## src/hw/rtl/tksi_pkg.sv

```systemverilog
`default_nettype none

package tksi_pkg;

	localparam int unsigned CAPACITY_DEF = 64;

	localparam int unsigned ID_W     = 32;
	localparam int unsigned KEY_W    = 32;
	localparam int unsigned POS_W    = 6;
	localparam int unsigned CNT_W    = 7;
	localparam int unsigned STATUS_W = 3;
	localparam int unsigned ENTRY_W  = ID_W + KEY_W;

	// Configuration register indexes and reset values.
	localparam logic CFG_KEEP_MODE  = 1'b0;
	localparam logic CFG_KEEP_COUNT = 1'b1;
	localparam logic             KEEP_MODE_RST  = 1'b1;
	localparam logic [CNT_W-1:0] KEEP_COUNT_RST = 7'd64;

	typedef enum logic [STATUS_W-1:0] {
		ST_ADDED    = 3'd0,
		ST_REPLACED = 3'd1,
		ST_REJECTED = 3'd2,
		ST_DROPPED  = 3'd3,
		ST_READ_OK  = 3'd4,
		ST_BAD_POS  = 3'd5
	} status_t;

	typedef enum logic [1:0] {
		IDX_HOLD = 2'd0,
		IDX_FILL = 2'd1,
		IDX_LAST = 2'd2,
		IDX_DEC  = 2'd3
	} idx_op_t;

	typedef enum logic [1:0] {
		RA_POS  = 2'd0,
		RA_LAST = 2'd1,
		RA_IM1  = 2'd2,
		RA_IM2  = 2'd3
	} rd_sel_t;

	// Commands from the controller to the datapath.
	typedef struct packed {
		logic    load;
		idx_op_t idx_op;
		logic    rd_en;
		rd_sel_t rd_sel;
		logic    wr_en;
		logic    wr_zero;
		logic    wr_shift;
		logic    emit;
		status_t code;
		logic    fill_inc;
	} cmd_t;

	// Status from the datapath to the controller.
	typedef struct packed {
		logic op_read;
		logic pos_ok;
		logic full;
		logic mode_topk;
		logic fill_zero;
		logic ahead;
		logic i_zero;
		logic i_one;
	} sts_t;

endpackage

`default_nettype wire

```

## src/hw/rtl/tksi_ram.sv

```systemverilog
`default_nettype none

module tksi_ram #(
	parameter int unsigned WIDTH = 64,
	parameter int unsigned DEPTH = 64
) (
	input  wire logic                     clk,
	input  wire logic                     we,
	input  wire logic [$clog2(DEPTH)-1:0] waddr,
	input  wire logic [WIDTH-1:0]         wdata,
	input  wire logic                     re,
	input  wire logic [$clog2(DEPTH)-1:0] raddr,
	output logic      [WIDTH-1:0]         rdata
);

	logic [WIDTH-1:0] mem [DEPTH];

	always_ff @(posedge clk) begin
		if (we) begin
			mem[waddr] <= wdata;
		end
		if (re) begin
			rdata <= mem[raddr];
		end
	end

endmodule

`default_nettype wire

```

## src/hw/rtl/tksi_ctrl.sv

```systemverilog
`default_nettype none

module tksi_ctrl import tksi_pkg::*; (
	input  wire logic clk,
	input  wire logic arst_n,
	input  wire logic start,
	input  wire sts_t sts,
	output cmd_t      cmd,
	output logic      busy
);

	typedef enum logic [5:0] {
		S_IDLE   = 6'b000001,
		S_DECIDE = 6'b000010,
		S_RDWAIT = 6'b000100,
		S_CHECK  = 6'b001000,
		S_SHIFT  = 6'b010000,
		S_PUT    = 6'b100000
	} state_t;

	state_t state_q, state_d;
	logic   add_q, add_d;

	always_ff @(posedge clk or negedge arst_n) begin
		if (!arst_n) begin
			state_q <= S_IDLE;
			add_q   <= 1'b0;
		end else begin
			state_q <= state_d;
			add_q   <= add_d;
		end
	end

	assign busy = (state_q != S_IDLE);

	always_comb begin
		state_d      = state_q;
		add_d        = add_q;
		cmd          = '0;
		cmd.idx_op   = IDX_HOLD;
		cmd.rd_sel   = RA_POS;
		cmd.code     = ST_ADDED;
		unique case (state_q)
			S_IDLE: begin
				if (start) begin
					cmd.load = 1'b1;
					state_d  = S_DECIDE;
				end
			end
			S_DECIDE: begin
				if (sts.op_read) begin
					if (sts.pos_ok) begin
						cmd.rd_en  = 1'b1;
						cmd.rd_sel = RA_POS;
						state_d    = S_RDWAIT;
					end else begin
						cmd.emit = 1'b1;
						cmd.code = ST_BAD_POS;
						state_d  = S_IDLE;
					end
				end else if (!sts.full) begin
					if (sts.fill_zero) begin
						cmd.wr_en    = 1'b1;
						cmd.wr_zero  = 1'b1;
						cmd.fill_inc = 1'b1;
						cmd.emit     = 1'b1;
						cmd.code     = ST_ADDED;
						state_d      = S_IDLE;
					end else begin
						cmd.idx_op = IDX_FILL;
						cmd.rd_en  = 1'b1;
						cmd.rd_sel = RA_LAST;
						add_d      = 1'b1;
						state_d    = S_SHIFT;
					end
				end else if (!sts.mode_topk) begin
					cmd.emit = 1'b1;
					cmd.code = ST_DROPPED;
					state_d  = S_IDLE;
				end else begin
					cmd.idx_op = IDX_LAST;
					cmd.rd_en  = 1'b1;
					cmd.rd_sel = RA_LAST;
					add_d      = 1'b0;
					state_d    = S_CHECK;
				end
			end
			S_RDWAIT: begin
				cmd.emit = 1'b1;
				cmd.code = ST_READ_OK;
				state_d  = S_IDLE;
			end
			S_CHECK: begin
				// The last entry is on the read port; a better item takes its slot.
				if (!sts.ahead) begin
					cmd.emit = 1'b1;
					cmd.code = ST_REJECTED;
					state_d  = S_IDLE;
				end else if (sts.i_zero) begin
					cmd.wr_en   = 1'b1;
					cmd.wr_zero = 1'b1;
					cmd.emit    = 1'b1;
					cmd.code    = ST_REPLACED;
					state_d     = S_IDLE;
				end else begin
					cmd.rd_en  = 1'b1;
					cmd.rd_sel = RA_IM1;
					state_d    = S_SHIFT;
				end
			end
			S_SHIFT: begin
				// Entry i-1 is on the read port. Either move it up or drop the item in at i.
				if (sts.ahead) begin
					cmd.wr_en    = 1'b1;
					cmd.wr_shift = 1'b1;
					cmd.idx_op   = IDX_DEC;
					if (sts.i_one) begin
						state_d = S_PUT;
					end else begin
						cmd.rd_en  = 1'b1;
						cmd.rd_sel = RA_IM2;
					end
				end else begin
					cmd.wr_en    = 1'b1;
					cmd.emit     = 1'b1;
					cmd.code     = add_q ? ST_ADDED : ST_REPLACED;
					cmd.fill_inc = add_q;
					state_d      = S_IDLE;
				end
			end
			S_PUT: begin
				cmd.wr_en    = 1'b1;
				cmd.wr_zero  = 1'b1;
				cmd.emit     = 1'b1;
				cmd.code     = add_q ? ST_ADDED : ST_REPLACED;
				cmd.fill_inc = add_q;
				state_d      = S_IDLE;
			end
			default: begin
				state_d = S_IDLE;
			end
		endcase
	end

endmodule

`default_nettype wire

```

## src/hw/rtl/tksi_dp.sv

```systemverilog
`default_nettype none

module tksi_dp import tksi_pkg::*; #(
	parameter int unsigned CAPACITY = CAPACITY_DEF
) (
	input  wire logic                clk,
	input  wire logic                arst_n,
	input  wire cmd_t                cmd,
	output sts_t                     sts,
	input  wire logic                operation,
	input  wire logic [ID_W-1:0]     id,
	input  wire logic [KEY_W-1:0]    key,
	input  wire logic [POS_W-1:0]    position,
	input  wire logic                cfg_we,
	input  wire logic                cfg_index,
	input  wire logic [CNT_W-1:0]    cfg_data,
	output logic                     done,
	output logic [STATUS_W-1:0]      status,
	output logic [ID_W-1:0]          entry_id,
	output logic [KEY_W-1:0]         entry_key,
	output logic [CNT_W-1:0]         count
);

	localparam int unsigned AW     = (CAPACITY > 1) ? $clog2(CAPACITY) : 1;
	localparam int unsigned FILL_W = $clog2(CAPACITY + 1);
	localparam int unsigned CMP_W  = (FILL_W > CNT_W) ? FILL_W : CNT_W;

	logic               mode_q;
	logic [CNT_W-1:0]   keep_count_q;
	logic [FILL_W-1:0]  fill_q;
	logic [FILL_W-1:0]  fill_next;
	logic [FILL_W-1:0]  fill_m1;
	logic [AW-1:0]      i_q;
	logic [AW-1:0]      i_m1;
	logic [AW-1:0]      i_m2;

	logic               req_op_q;
	logic [ID_W-1:0]    req_id_q;
	logic [KEY_W-1:0]   req_key_q;
	logic [POS_W-1:0]   req_pos_q;

	logic [CMP_W-1:0]   pos_ext;
	logic [CMP_W-1:0]   fill_ext;
	logic [CMP_W-1:0]   kc_ext;
	logic [CMP_W-1:0]   fill_next_ext;

	logic               ram_re;
	logic [AW-1:0]      ram_raddr;
	logic [AW-1:0]      ram_waddr;
	logic [ENTRY_W-1:0] ram_wdata;
	logic [ENTRY_W-1:0] ram_rdata;
	logic [ID_W-1:0]    rd_id;
	logic [KEY_W-1:0]   rd_key;

	always_ff @(posedge clk or negedge arst_n) begin
		if (!arst_n) begin
			mode_q       <= KEEP_MODE_RST;
			keep_count_q <= KEEP_COUNT_RST;
		end else if (cfg_we) begin
			unique case (cfg_index)
				CFG_KEEP_MODE:  mode_q       <= cfg_data[0];
				CFG_KEEP_COUNT: keep_count_q <= cfg_data;
				default: ;
			endcase
		end
	end

	always_ff @(posedge clk) begin
		if (cmd.load) begin
			req_op_q  <= operation;
			req_id_q  <= id;
			req_key_q <= key;
			req_pos_q <= position;
		end
	end

	assign fill_m1   = fill_q - FILL_W'(1);
	assign i_m1      = i_q - AW'(1);
	assign i_m2      = i_m1 - AW'(1);
	assign fill_next = cmd.fill_inc ? (fill_q + FILL_W'(1)) : fill_q;

	always_ff @(posedge clk or negedge arst_n) begin
		if (!arst_n) begin
			fill_q <= '0;
		end else begin
			fill_q <= fill_next;
		end
	end

	always_ff @(posedge clk) begin
		case (cmd.idx_op)
			IDX_FILL: i_q <= fill_q[AW-1:0];
			IDX_LAST: i_q <= fill_m1[AW-1:0];
			IDX_DEC:  i_q <= i_m1;
			default:  i_q <= i_q;
		endcase
	end

	assign pos_ext       = CMP_W'(req_pos_q);
	assign fill_ext      = CMP_W'(fill_q);
	assign kc_ext        = CMP_W'(keep_count_q);
	assign fill_next_ext = CMP_W'(fill_next);

	always_comb begin
		case (cmd.rd_sel)
			RA_POS:  ram_raddr = pos_ext[AW-1:0];
			RA_LAST: ram_raddr = fill_m1[AW-1:0];
			RA_IM1:  ram_raddr = i_m1;
			default: ram_raddr = i_m2;
		endcase
	end

	assign ram_re    = cmd.rd_en;
	assign ram_waddr = cmd.wr_zero ? '0 : i_q;
	assign ram_wdata = cmd.wr_shift ? ram_rdata : {req_id_q, req_key_q};

	tksi_ram #(
		.WIDTH(ENTRY_W),
		.DEPTH(CAPACITY)
	) u_slot_ram (
		.clk  (clk),
		.we   (cmd.wr_en),
		.waddr(ram_waddr),
		.wdata(ram_wdata),
		.re   (ram_re),
		.raddr(ram_raddr),
		.rdata(ram_rdata)
	);

	assign rd_id  = ram_rdata[ENTRY_W-1:KEY_W];
	assign rd_key = ram_rdata[KEY_W-1:0];

	always_comb begin
		sts.op_read   = req_op_q;
		sts.pos_ok    = (pos_ext < fill_ext);
		// A zero limit behaves as one; a limit above the capacity behaves as the capacity.
		if (keep_count_q == '0) begin
			sts.full = (fill_q != '0);
		end else begin
			sts.full = (fill_ext >= kc_ext) || (fill_q == FILL_W'(CAPACITY));
		end
		sts.mode_topk = mode_q;
		sts.fill_zero = (fill_q == '0);
		if (mode_q && (req_key_q != rd_key)) begin
			sts.ahead = (req_key_q > rd_key);
		end else begin
			sts.ahead = (req_id_q < rd_id);
		end
		sts.i_zero = (i_q == '0);
		sts.i_one  = (i_q == AW'(1));
	end

	always_ff @(posedge clk or negedge arst_n) begin
		if (!arst_n) begin
			done <= 1'b0;
		end else begin
			done <= cmd.emit;
		end
	end

	always_ff @(posedge clk) begin
		if (cmd.emit) begin
			status <= cmd.code;
			count  <= fill_next_ext[CNT_W-1:0];
			if (cmd.code == ST_READ_OK) begin
				entry_id  <= rd_id;
				entry_key <= rd_key;
			end else begin
				entry_id  <= '0;
				entry_key <= '0;
			end
		end
	end

endmodule

`default_nettype wire

```

## src/hw/rtl/top_k_sorted_insert.sv

```systemverilog
`default_nettype none

// Bounded sorted list of (id, key) entries held in one single-port-write RAM.
// Command channel: an item is taken at a clock edge with start high and busy low.
// operation 0 inserts (id, key); operation 1 reads the entry at position.
// Each item gives exactly one result, shown for one cycle while done is high:
// status, entry_id and entry_key (zero unless a read succeeds) and count, the
// number of entries held after the item. The receiver cannot stall results.
// A bad position, a drop or an insert into an empty list ends in the decide
// state; a read ends in the read-wait state, a rejection or a replacement in a
// one-entry list in the check state. An insert passes through the shift state,
// a replacement through the check and shift states, one shift per moved entry.
// The RAM moves one entry per cycle, so a better item that replaces the last
// entry of a full list and moves to the top sets the worst case. busy falls with
// the edge that raises done, and the next item can be taken in the done cycle.
// Configuration: cfg_index 0 is keep_mode, 1 is keep_count; cfg_ready is high
// whenever the block is not busy.
// Reset empties the list and loads keep_mode 1 and keep_count 64. The RAM is not
// cleared; only entries below the fill count are ever read.
module top_k_sorted_insert import tksi_pkg::*; #(
	parameter int unsigned CAPACITY = CAPACITY_DEF
) (
	input  wire logic                clk,
	input  wire logic                arst_n,
	input  wire logic                start,
	output logic                     busy,
	input  wire logic                operation,
	input  wire logic [ID_W-1:0]     id,
	input  wire logic [KEY_W-1:0]    key,
	input  wire logic [POS_W-1:0]    position,
	output logic                     done,
	output logic [STATUS_W-1:0]      status,
	output logic [ID_W-1:0]          entry_id,
	output logic [KEY_W-1:0]         entry_key,
	output logic [CNT_W-1:0]         count,
	input  wire logic                cfg_valid,
	output logic                     cfg_ready,
	input  wire logic                cfg_index,
	input  wire logic [CNT_W-1:0]    cfg_data
);

	cmd_t cmd;
	sts_t sts;
	logic accept;

	assign accept    = start && !busy;
	assign cfg_ready = !busy;

	tksi_ctrl u_ctrl (
		.clk   (clk),
		.arst_n(arst_n),
		.start (accept),
		.sts   (sts),
		.cmd   (cmd),
		.busy  (busy)
	);

	tksi_dp #(
		.CAPACITY(CAPACITY)
	) u_dp (
		.clk      (clk),
		.arst_n   (arst_n),
		.cmd      (cmd),
		.sts      (sts),
		.operation(operation),
		.id       (id),
		.key      (key),
		.position (position),
		.cfg_we   (cfg_valid && cfg_ready),
		.cfg_index(cfg_index),
		.cfg_data (cfg_data),
		.done     (done),
		.status   (status),
		.entry_id (entry_id),
		.entry_key(entry_key),
		.count    (count)
	);

endmodule

`default_nettype wire

```

## config.mk

```make
export PLATFORM = sky130hd
export DESIGN_NAME = top_k_sorted_insert
export DESIGN_NICKNAME = d
export VERILOG_FILES = /design/src/hw/rtl/tksi_pkg.sv /design/src/hw/rtl/tksi_ram.sv /design/src/hw/rtl/tksi_ctrl.sv /design/src/hw/rtl/tksi_dp.sv /design/src/hw/rtl/top_k_sorted_insert.sv
export SDC_FILE = /design/constraint.sdc
export NUM_CORES = 2
export LEC_CHECK = 0
export BUFFER_PORTS_ARGS = -buffer_cell sky130_fd_sc_hd__buf_2
export CORE_UTILIZATION = 50
export CTS_CLUSTER_DIAMETER = 80
export DETAILED_ROUTE_END_ITERATION = 10
export PLACE_DENSITY_LB_ADDON = 0.15
export SYNTH_ARGS = -nofsm -noshare
export SYNTH_HDL_FRONTEND = slang
export SYNTH_SLANG_ARGS = --single-unit
```

## constraint.sdc

```tcl
create_clock -name clk -period 12.75 [get_ports clk]
set_input_delay 1.275 -clock clk [delete_from_list [all_inputs] [get_ports clk]]
set_output_delay 1.275 -clock clk [all_outputs]
set_load 0.05 [all_outputs]
```

==> out/qor.yml <==
status: "completed"
ys_ff_latch: 4334
root_buffer: "clkbuf_16"
place_congestion: 0.864
worstMarginPinSlew_ps: 1320
start_util_pct: 50.4
endpoint_kind: "flop"
die_w_um: 582
synth.distinct_cells: 85
grt_max_degree: 166
clock_sinks: 4334
clock_path_buffers: 4
tns_ps: 0
vdd_ir_drop_max_mv: 0.154
drt_pass1_iterations: 6
synth_warnings: 0
drtIter0Drc: 13041
drc: 0
wirelength_mm: 508
wl_met2_mm: 238
setup_violations: 0
cts_setup_buffers: 0
grt_pass1_vias: 90060
wl_per_cell_um: 36.1
drive_gt1_share_pct: 19.2
place_inst: 13274
total_power_w: 0.0369
routed-wl-met3_mm: 53.9
powerDensity_mw_per_mm2: 195
layout.nets: 9481
area_growth_pct: 12.4
port-buffer-count: 159
min_path_type: "in2async"
critPathLaunchType: "flop"
final_common_cell: "edfxtp_1"
fillers: 24800
routedLengthMet1_mm: 202
hpwl_mm: 260
antenna_found_initial: 27
clk_latency_ps: 980
clk_pin_slew_ps: 60
vias_per_cell: 6.59
ys_seq_area_share_pct: 77.3
synth-edff-count: 4311
syn_nets: 9119
ctsResizeCount: 0
num_io_pins: 160
timing.final.crit_period_ps: 8320
multiInputGateArea_mm2: 0.0364
cp.arrival_ps: 8920
route.vias.total: 92731
core_mm2: 0.334
drt.antenna.violating_nets: 0
rsz0062_at_grt: "false"
final_cells: 14068
cts_htree_levels: 5
highest_layer: "met5"
fin_crit_sh_pct: 65.3
die_h_um: 582
gr-usage-all-layers_pct: 29.6
synthesis.area_mm2: 0.168
crit_fanout: 165
p_leak_nw: 61.7
cts_hold_buf: 0
cap_violations: 0
final_util_pct: 56.6
overflow: 0
critPathRequiredTime_ps: 13350
max_freq_mhz: 120
maxSlewViolCount: 0
die_area_mm2: 0.339
fin_worst_skew_ps: 42.2
maxSlewHeadroom_pct: 12.2
async_reset_ff_share_pct: 0.531
timing.final.hold_violations: 0
area.sequential_mm2: 0.130
synthCells: 8956
grt_pass1_wl_mm: 701
numCtsBuffers: 429
placementRows: 212
synthFlopType: "edfxtp_1"
tritoncts: "done"
synth.avg_cell_area_um2: 18.8
layout_common_cells: "edfxtp_1 (4311), nand2_1 (891), mux4_2 (580), mux2i_1 (520), clkbuf_16 (437)"
critPathKind: "reg2reg"
==> worst max-delay path, cell delays in order (launching register included) <==
cell and delay, ps:
edfxtp_1 360, inv_1 580, ha_1 370, nand3_1 100, nor3_1 100, a221oi_1 830
a31oi_1 200, a21oi_1 550, buf_4 260, nand3_1 360, a22oi_2 380, buf_12 490
nand3_4 740, buf_4 670, o221ai_1 380, o22ai_1 140, o41ai_2 1060
==> per-layer routing <==
| layer | GRT usage (%) | vias to the layer above |
|---|---|---|
| met5 | 0 | - |
| met4 | 7.96 | 14 |
| met3 | 5.59 | 770 |
| met2 | 46.7 | 5513 |
| met1 | 42.8 | 49416 |
| li1 | - | 37018 |
==> state kept, by name (all words and copies together) (netlist names), 7 cells and up <==
| signal | count |
|---|---|
| u_dp.entry_id | 32 |
| u_dp.req_id_q | 32 |
| u_dp.kc_ext | 7 |
| u_dp.req_key_q | 32 |
| u_dp.u_slot_ram.mem | 4096 |
| u_dp.u_slot_ram.rdata | 64 |
| u_dp.entry_key | 32 |
| u_dp.fill_ext | 7 |
| u_dp.count | 7 |
==> Yosys cell counts, types with 9 or more instances <==
master	n	area [µm²]
a21boi_0	41	308
a21o_1	40	300
a21oi_1	277	1390
a22oi_1	272	2040
a31oi_1	20	125
and2_1	14	87.6
and3_1	28	175
and4_1	11	96.3
buf_1	98	368
buf_2	129	646
buf_4	24	180
buf_6	59	664
buf_8	9	135
clkbuf_1	184	691
dfrtp_1	20	500
edfxtp_1	4311	129000
ha_1	80	1000
inv_1	87	327
mux2_2	12	135
mux2i_1	520	5200
mux4_2	580	13100
nand2_1	892	3350
nand3_1	379	1900
nand4_1	51	319
nor2_1	221	830
nor3_1	16	80.1
nor4_1	38	238
o21ai_0	100	500
o21ai_1	10	50.1
o221a_2	40	450
o221ai_1	213	1870
o22ai_1	28	175
o41ai_2	19	309
or2_2	9	56.3
or3_1	12	75.1
xnor2_1	13	114
==> cell type report <==
cell class              instances  area share (%)
diodes                         11          0.0146
clock buffers                 522            5.97
clock inverters               261            1.19
inverters                      87           0.173
multi-input cells            4030            19.3
flip-flops and latches       4334            68.8
well taps                    4387            2.90
repair buffers                436            1.69
==> report_power, final <==
part / leakage [nW] / internal, W / switching [W]
Clock: 6.66 / 0.00702 / 0.00535
Combinational: 16.0 / 0.00266 / 0.00522
Sequential: 39.0 / 0.0165 / 0.000112
==> cells by family after synthesis <==
logic type	after synthesis	share of synthesized area, %
flip-flops	4334	77.3
AND/OR/NAND/NOR	1713	4.50
multiplexers	1112	10.9
AO/OA/AOI/OAI	1109	4.73
buffers and inverters	592	1.81
adder cells (fa/ha/maj)	80	0.595
XOR/XNOR	16	0.0833
==> stage by stage <==
step           hold WS [ps]  cell area, µm²  setup slack (ps)
6_report                282          189000              4430
3_3_place_gp            500          175000              4270
3_5_place_dp            503          175000              4630
2_1_floorplan           480          168000              3070
5_1_grt                 316          189000              4230
4_1_cts                 241          189000              4620
==> worst paths after layout <==
path | cells after the start | end | from | slack [ps]
min in group clk | 1 | u_dp.req_id_q[22] | id[22] | 480
setup reg to reg | 16 | u_dp.u_slot_ram.rdata[46] | u_dp.u_slot_ram.rdata[59] | 4430
setup / recovery | 16 | u_dp.u_slot_ram.rdata[46] | u_dp.u_slot_ram.rdata[59] | 4430
hold reg to reg | 2 | u_ctrl.add_q | u_ctrl.add_q | 510
hold / removal | 1 | u_dp.kc_ext[4] | arst_n | 280
max in group asynchronous | 1 | u_ctrl.state_q[0] | arst_n | 12090
Note: power is estimated with default switching activity, not from simulation.
